`src/rtl/core/ssd_pkg.sv`:
```
// ----------------------------------------------------------------------------
// Seven-segment display driver package
// Pin maps, digit patterns and the port word builder shared by the driver.
// ----------------------------------------------------------------------------
`default_nettype none

package ssd_pkg;

  localparam int DigitCountDefault = 4;
  localparam int DigitPins         = 4;
  localparam int PosW              = 2;
  localparam int ValueW            = 14;
  localparam int DwellW            = 8;
  localparam int PortW             = 16;
  localparam int QuotW             = 11;

  localparam logic [DwellW-1:0] DwellReset = 8'd5;

  // Reciprocal of ten scaled by 2^16; exact for every 14-bit operand.
  localparam logic [12:0] RecipTen   = 13'd6554;
  localparam int          RecipShift = 16;

  localparam logic [3:0] SegPin [8] = '{4'd14, 4'd1, 4'd3, 4'd2,
                                        4'd13, 4'd0, 4'd15, 4'd11};
  localparam logic [3:0] DigPin [DigitPins] = '{4'd6, 4'd7, 4'd9, 4'd8};

  function automatic logic [7:0] digit_pattern(input logic [3:0] digit);
    logic [7:0] pat;
    case (digit)
      4'd0:    pat = 8'b0111_0111;
      4'd1:    pat = 8'b0010_0100;
      4'd2:    pat = 8'b0101_1101;
      4'd3:    pat = 8'b0110_1101;
      4'd4:    pat = 8'b0010_1110;
      4'd5:    pat = 8'b0110_1011;
      4'd6:    pat = 8'b0111_1011;
      4'd7:    pat = 8'b0010_0101;
      4'd8:    pat = 8'b0111_1111;
      4'd9:    pat = 8'b0110_1111;
      default: pat = 8'b0000_0000;
    endcase
    return pat;
  endfunction

  function automatic logic [PortW-1:0] port_word(input logic [PosW-1:0] pos,
                                                 input logic [3:0]      digit);
    logic [PortW-1:0] word;
    logic [7:0]       pat;
    word = '1;
    pat  = digit_pattern(digit);
    for (int j = 0; j < DigitPins; j++) begin
      word[DigPin[j]] = 1'b0;
    end
    word[DigPin[pos]] = 1'b1;
    for (int j = 0; j < 8; j++) begin
      if (pat[j]) begin
        word[SegPin[j]] = 1'b0;
      end
    end
    return word;
  endfunction

endpackage

`default_nettype wire

```
`src/rtl/core/seven_segment_mux_display_driver.sv`:
```
// ----------------------------------------------------------------------------
// Multiplexed seven-segment display driver
// Scans the decimal digits of a latched value, one digit per dwell period.
// ----------------------------------------------------------------------------
// An accepted input beat's result beat is registered and appears in the next cycle.
// Throughput is one beat per cycle while out_ready_i is high, set by the single result register.
// The running decimal quotient is divided by ten with one constant multiply when the scan advances a digit.
// Reset clears the scan position, dwell count and result valid, and sets
// the dwell register to five.
`default_nettype none

module seven_segment_mux_display_driver #(
  parameter int DIGIT_COUNT = ssd_pkg::DigitCountDefault
) (
  input  wire logic                          clk_i,
  input  wire logic                          rst_ni,
  input  wire logic                          cfg_valid_i,
  output      logic                          cfg_ready_o,
  input  wire logic [ssd_pkg::DwellW-1:0]    cfg_dwell_ticks_i,
  input  wire logic                          in_valid_i,
  output      logic                          in_ready_o,
  input  wire logic [ssd_pkg::ValueW-1:0]    shown_value_i,
  output      logic                          out_valid_o,
  input  wire logic                          out_ready_i,
  output      logic [ssd_pkg::PortW-1:0]     port_pins_o,
  output      logic [ssd_pkg::PosW-1:0]      active_digit_o
);

  localparam int UsedDigits = (DIGIT_COUNT < 1) ? 1 :
                              (DIGIT_COUNT > ssd_pkg::DigitPins) ? ssd_pkg::DigitPins :
                              DIGIT_COUNT;
  localparam logic [ssd_pkg::PosW:0] UsedDigitsW = (ssd_pkg::PosW+1)'(UsedDigits);

  logic [ssd_pkg::DwellW-1:0] dwell_q;
  logic [ssd_pkg::PosW-1:0]   pos_q, pos_d;
  logic [ssd_pkg::DwellW-1:0] count_q, count_d;
  logic [ssd_pkg::ValueW-1:0] quot_q, quot_d;
  logic                       valid_q;
  logic [ssd_pkg::PortW-1:0]  pins_q;
  logic [ssd_pkg::PosW-1:0]   digit_q;

  logic                       accept;
  logic [ssd_pkg::PosW-1:0]   pos_cur;
  logic [ssd_pkg::PosW:0]     pos_inc;
  logic [ssd_pkg::ValueW-1:0] cur;
  logic [26:0]                product;
  logic [ssd_pkg::QuotW-1:0]  tenth;
  logic [ssd_pkg::ValueW-1:0] tenth_x10;
  logic [ssd_pkg::ValueW-1:0] rem_full;
  logic [ssd_pkg::DwellW-1:0] dwell_eff;
  logic [ssd_pkg::DwellW-1:0] count_inc;
  logic                       advance;

  assign cfg_ready_o    = 1'b1;
  assign in_ready_o     = !valid_q || out_ready_i;
  assign accept         = in_valid_i && in_ready_o;
  assign out_valid_o    = valid_q;
  assign port_pins_o    = pins_q;
  assign active_digit_o = digit_q;

  always_comb begin
    pos_cur   = ({1'b0, pos_q} >= UsedDigitsW) ? '0 : pos_q;
    cur       = (pos_cur == '0 && count_q == '0) ? shown_value_i : quot_q;
    product   = 27'(cur) * 27'(ssd_pkg::RecipTen);
    tenth     = product[ssd_pkg::RecipShift +: ssd_pkg::QuotW];
    tenth_x10 = ssd_pkg::ValueW'({tenth, 3'b000}) + ssd_pkg::ValueW'({tenth, 1'b0});
    rem_full  = cur - tenth_x10;
    dwell_eff = (dwell_q == '0) ? ssd_pkg::DwellW'(1) : dwell_q;
    count_inc = count_q + ssd_pkg::DwellW'(1);
    advance   = (count_inc >= dwell_eff) || (count_inc == '0);
    pos_inc   = {1'b0, pos_cur} + (ssd_pkg::PosW+1)'(1);
    if (advance) begin
      count_d = '0;
      quot_d  = ssd_pkg::ValueW'(tenth);
      pos_d   = (pos_inc >= UsedDigitsW) ? '0 : pos_inc[ssd_pkg::PosW-1:0];
    end else begin
      count_d = count_inc;
      quot_d  = cur;
      pos_d   = pos_cur;
    end
  end

  always_ff @(posedge clk_i or negedge rst_ni) begin
    if (!rst_ni) begin
      dwell_q <= ssd_pkg::DwellReset;
      pos_q   <= '0;
      count_q <= '0;
      valid_q <= 1'b0;
    end else begin
      if (cfg_valid_i) begin
        dwell_q <= cfg_dwell_ticks_i;
      end
      if (accept) begin
        pos_q   <= pos_d;
        count_q <= count_d;
        valid_q <= 1'b1;
      end else if (out_ready_i) begin
        valid_q <= 1'b0;
      end
    end
  end

  always_ff @(posedge clk_i) begin
    if (accept) begin
      quot_q  <= quot_d;
      pins_q  <= ssd_pkg::port_word(pos_cur, rem_full[3:0]);
      digit_q <= pos_cur;
    end
  end

  a_result_follows_accept: assert property (
    @(posedge clk_i) disable iff (!rst_ni)
    (in_valid_i && in_ready_o) |=> out_valid_o
  ) else $error("accepted beat produced no result");

  a_digit_in_range: assert property (
    @(posedge clk_i) disable iff (!rst_ni)
    out_valid_o |-> ({1'b0, active_digit_o} < UsedDigitsW)
  ) else $error("active digit beyond the used digit count");

  a_one_digit_pin: assert property (
    @(posedge clk_i) disable iff (!rst_ni)
    out_valid_o |-> $onehot({port_pins_o[ssd_pkg::DigPin[0]], port_pins_o[ssd_pkg::DigPin[1]],
                             port_pins_o[ssd_pkg::DigPin[2]], port_pins_o[ssd_pkg::DigPin[3]]})
  ) else $error("digit select pins not one-hot");

  a_pin_matches_digit: assert property (
    @(posedge clk_i) disable iff (!rst_ni)
    out_valid_o |-> port_pins_o[ssd_pkg::DigPin[active_digit_o]]
  ) else $error("lit digit pin does not match active digit");

endmodule

`default_nettype wire
```
`config.mk`:
```
export PLATFORM = sky130hd
export DESIGN_NAME = seven_segment_mux_display_driver
export DESIGN_NICKNAME = d
export VERILOG_FILES = /design/src/rtl/core/ssd_pkg.sv /design/src/rtl/core/seven_segment_mux_display_driver.sv
export SDC_FILE = /design/constraint.sdc
export NUM_CORES = 1
export LEC_CHECK = 0
export BUFFER_PORTS_ARGS = -buffer_cell sky130_fd_sc_hd__buf_2
export CORE_ASPECT_RATIO = 1.25
export CORE_MARGIN = 4
export CORE_UTILIZATION = 62
export CTS_CLUSTER_SIZE = 40
export DETAILED_ROUTE_END_ITERATION = 12
export PLACE_DENSITY = 0.89
export SYNTH_ARGS = -nofsm -noshare
export SYNTH_HDL_FRONTEND = slang
export SYNTH_SLANG_ARGS = --single-unit
```
`constraint.sdc`:
```
create_clock -name clk_i -period 9.6 [get_ports clk_i]
set_clock_uncertainty 0.05 [all_clocks]
set_input_delay 0 -clock clk_i [delete_from_list [all_inputs] [get_ports clk_i]]
set_output_delay 0 -clock clk_i [all_outputs]
set_load 0.01 [all_outputs]
```
==> results.cfg <==
[timing]
hold_viol = 0
period_minus_slack_ns = 8.21
setup_viol = 0
rsz0062_at_grt = false
drv_slew = 0
worst_pin_slew_ns = 1.16
tns_ns = 0
hold_ws_ns = 0.0308
max_freq_mhz = 122
timing.final.ws_setup_ns = 1.39
relSlewSlack = 0.227
min_period_over_period = 0.856

[global_route]
grt_usage = 0.254
grt_overflow_total = 0
grt_start_max_net_pins = 34
first_global_vias = 4656
grt_pass1_wl_um = 21600
antenna_found_initial = 0

[yosys]
yosysWarnings = 0
async_flop_share = 0.413
syn-cell-area_um2 = 5750
synth_ff_type = edfxtp_1
syn_area_per_cell_um2 = 9.97
synth.distinct_cells = 55
synth_edf_count = 27
ys_ff_latch = 46
netlist_instances = 576
seq_area_frac_synth = 0.224

[clocking]
clk_pin_slew_ns = 0.07
clockBufferDepth = 2
cts_tree = built
numCtsBuffers = 5
cts-root-buf = clkbuf_16
clk_latency_ns = 0.29
htreeDepth = 2
cts_sinks = 46

[setup_path]
critPathKind = reg -> reg
crit_fanout = 16
slowest_delay_ns = 0.62
cp-start-kind = register
crit_arrival_ns = 8.17
cp-end-kind = register
crit_required_ns = 9.56
crit_slowest_cell = mux2i_1

[final_layout]
final_common_cell = inv_1
final_cell_area_um2 = 6310
final_nets = 819
fill_cells = 625
regArea_um2 = 1290
multi_input_area_um2 = 3900
most-common-layout-cells = inv_1, ha_1, fa_1, buf_2, nand2_1
drive_gt1_frac = 0.115
antennaDiodeCount = 0
synthToLayoutAreaGrowth_pct = 9.84

[route]
route.detailed.drc = 0
drt_iter0_drc = 267
routedWlPerCell_um = 17.2
drt_first_pass_iters = 5
routed_wl_um = 12900
ant_nets = 0
route.vias.total = 4251
avgViaCountPerCell = 5.66

[floorplanning]
dieArea_um2 = 10900
core-area_um2 = 9080
rows = 39
io_pins = 48
die_w_um = 94.1
die_y_um = 116
start_util = 0.633

[hold_path]
worstHoldPathType = in -> reg

[status]
outcome = complete, no violations

[placement]
port_buffers = 41
place_area_um2 = 6050
place_ws_ns = 1.62
hpwlAfterDp_um = 10100
gp_congestion = 0.981

[flow_run]
cap_violations = 0
-- worst paths after layout --
kind | end | cells after the start | slack [ns] | start
max in group asynchronous | dwell_q[0] | 2 | 9.01 | rst_ni
worst max register to register | port_pins_o[14] | 27 | 1.39 | pos_cur[0]
worst min register to register | active_digit_o[1] | 0 | 0.53 | pos_cur[1]
min in group asynchronous | dwell_q[5] | 2 | 0.16 | rst_ni
worst max-delay path | port_pins_o[14] | 27 | 1.39 | pos_cur[0]
worst min-delay path | dwell_q[5] | 2 | 0.03 | cfg_valid_i
-- cells by family after synthesis --
| kind of cell | after synthesis | synth area share |
|---|---|---|
| AO/OA/AOI/OAI | 71 | 0.0764 |
| XOR/XNOR | 24 | 0.0399 |
| adder cells (fa/ha/maj) | 165 | 0.421 |
| buffers and inverters | 146 | 0.0995 |
| flip-flops | 46 | 0.224 |
| multiplexers | 29 | 0.0553 |
| other | 1 | 0.000653 |
| AND/OR/NAND/NOR | 94 | 0.0832 |
-- metal layers --
| layer | part of all wire | GRT usage |
|---|---|---|
| met5 | 0 | 0 |
| met4 | 0.043 | 0.116 |
| met3 | 0.047 | 0.0370 |
| met2 | 0.53 | 0.476 |
| met1 | 0.38 | 0.280 |
-- per-stage QoR --
stage	cells	utilization
floorplan	581	-
global placement	731	0.666
detailed placement	731	0.666
CTS	751	0.695
global route	751	0.695
finish	751	0.695
-- synth_stat cells, types with 5 or more instances --
cell type / n / share of area
edfxtp_1: 27 / 0.14
inv_1: 132 / 0.086
nand2b_1: 5 / 0.0054
nand2_1: 35 / 0.023
nand3_1: 11 / 0.0096
nor2_1: 18 / 0.012
mux2i_1: 12 / 0.021
ha_1: 118 / 0.26
a21oi_1: 20 / 0.017
clkbuf_1: 6 / 0.0039
fa_1: 47 / 0.16
dfrtp_1: 17 / 0.074
o21ai_0: 23 / 0.020
buf_4: 6 / 0.0078
xnor2_1: 15 / 0.023
xor2_1: 8 / 0.012
mux2_2: 15 / 0.029
-- final cells by class --
cell class                      count  area share
Clock buffer                        5      0.0198
Clock inverter                      3     0.00297
Timing Repair Buffer               53      0.0515
Multi-Input combinational cell    389       0.619
Sequential cell                    46       0.204
Tap cell                          123      0.0244
Inverter                          132      0.0785
-- worst max-delay path: cells and delay by family, from the launching register on --
family / cells / cell delay [ns]
AND/OR/NAND/NOR: 5 / 1.37
flip-flops: 1 / 0.47
XOR/XNOR: 3 / 1.01
adder cells (fa/ha/maj): 8 / 2.92
AO/OA/AOI/OAI: 4 / 0.58
buffers and inverters: 5 / 0.71
multiplexers: 2 / 0.79
-- timing repair --
action,4_1_cts,5_1_grt
hold endpoints to repair,28,0
buffers inserted,0,0
hold buffers,12,0
gates resized for setup,0,0
-- sequential cells by signal, summed over array words and instances (netlist names) --
| signal | flops |
|---|---|
| pos_cur | 2 |
| out_valid_o | 1 |
| quot_q | 14 |
| active_digit_o | 2 |
| count_q | 8 |
| port_pins_o | 11 |
| dwell_q | 8 |
Power is left out: the tool's default activity adds up to more than one toggle a clock period on the data nets, which glitch-free logic cannot reach.
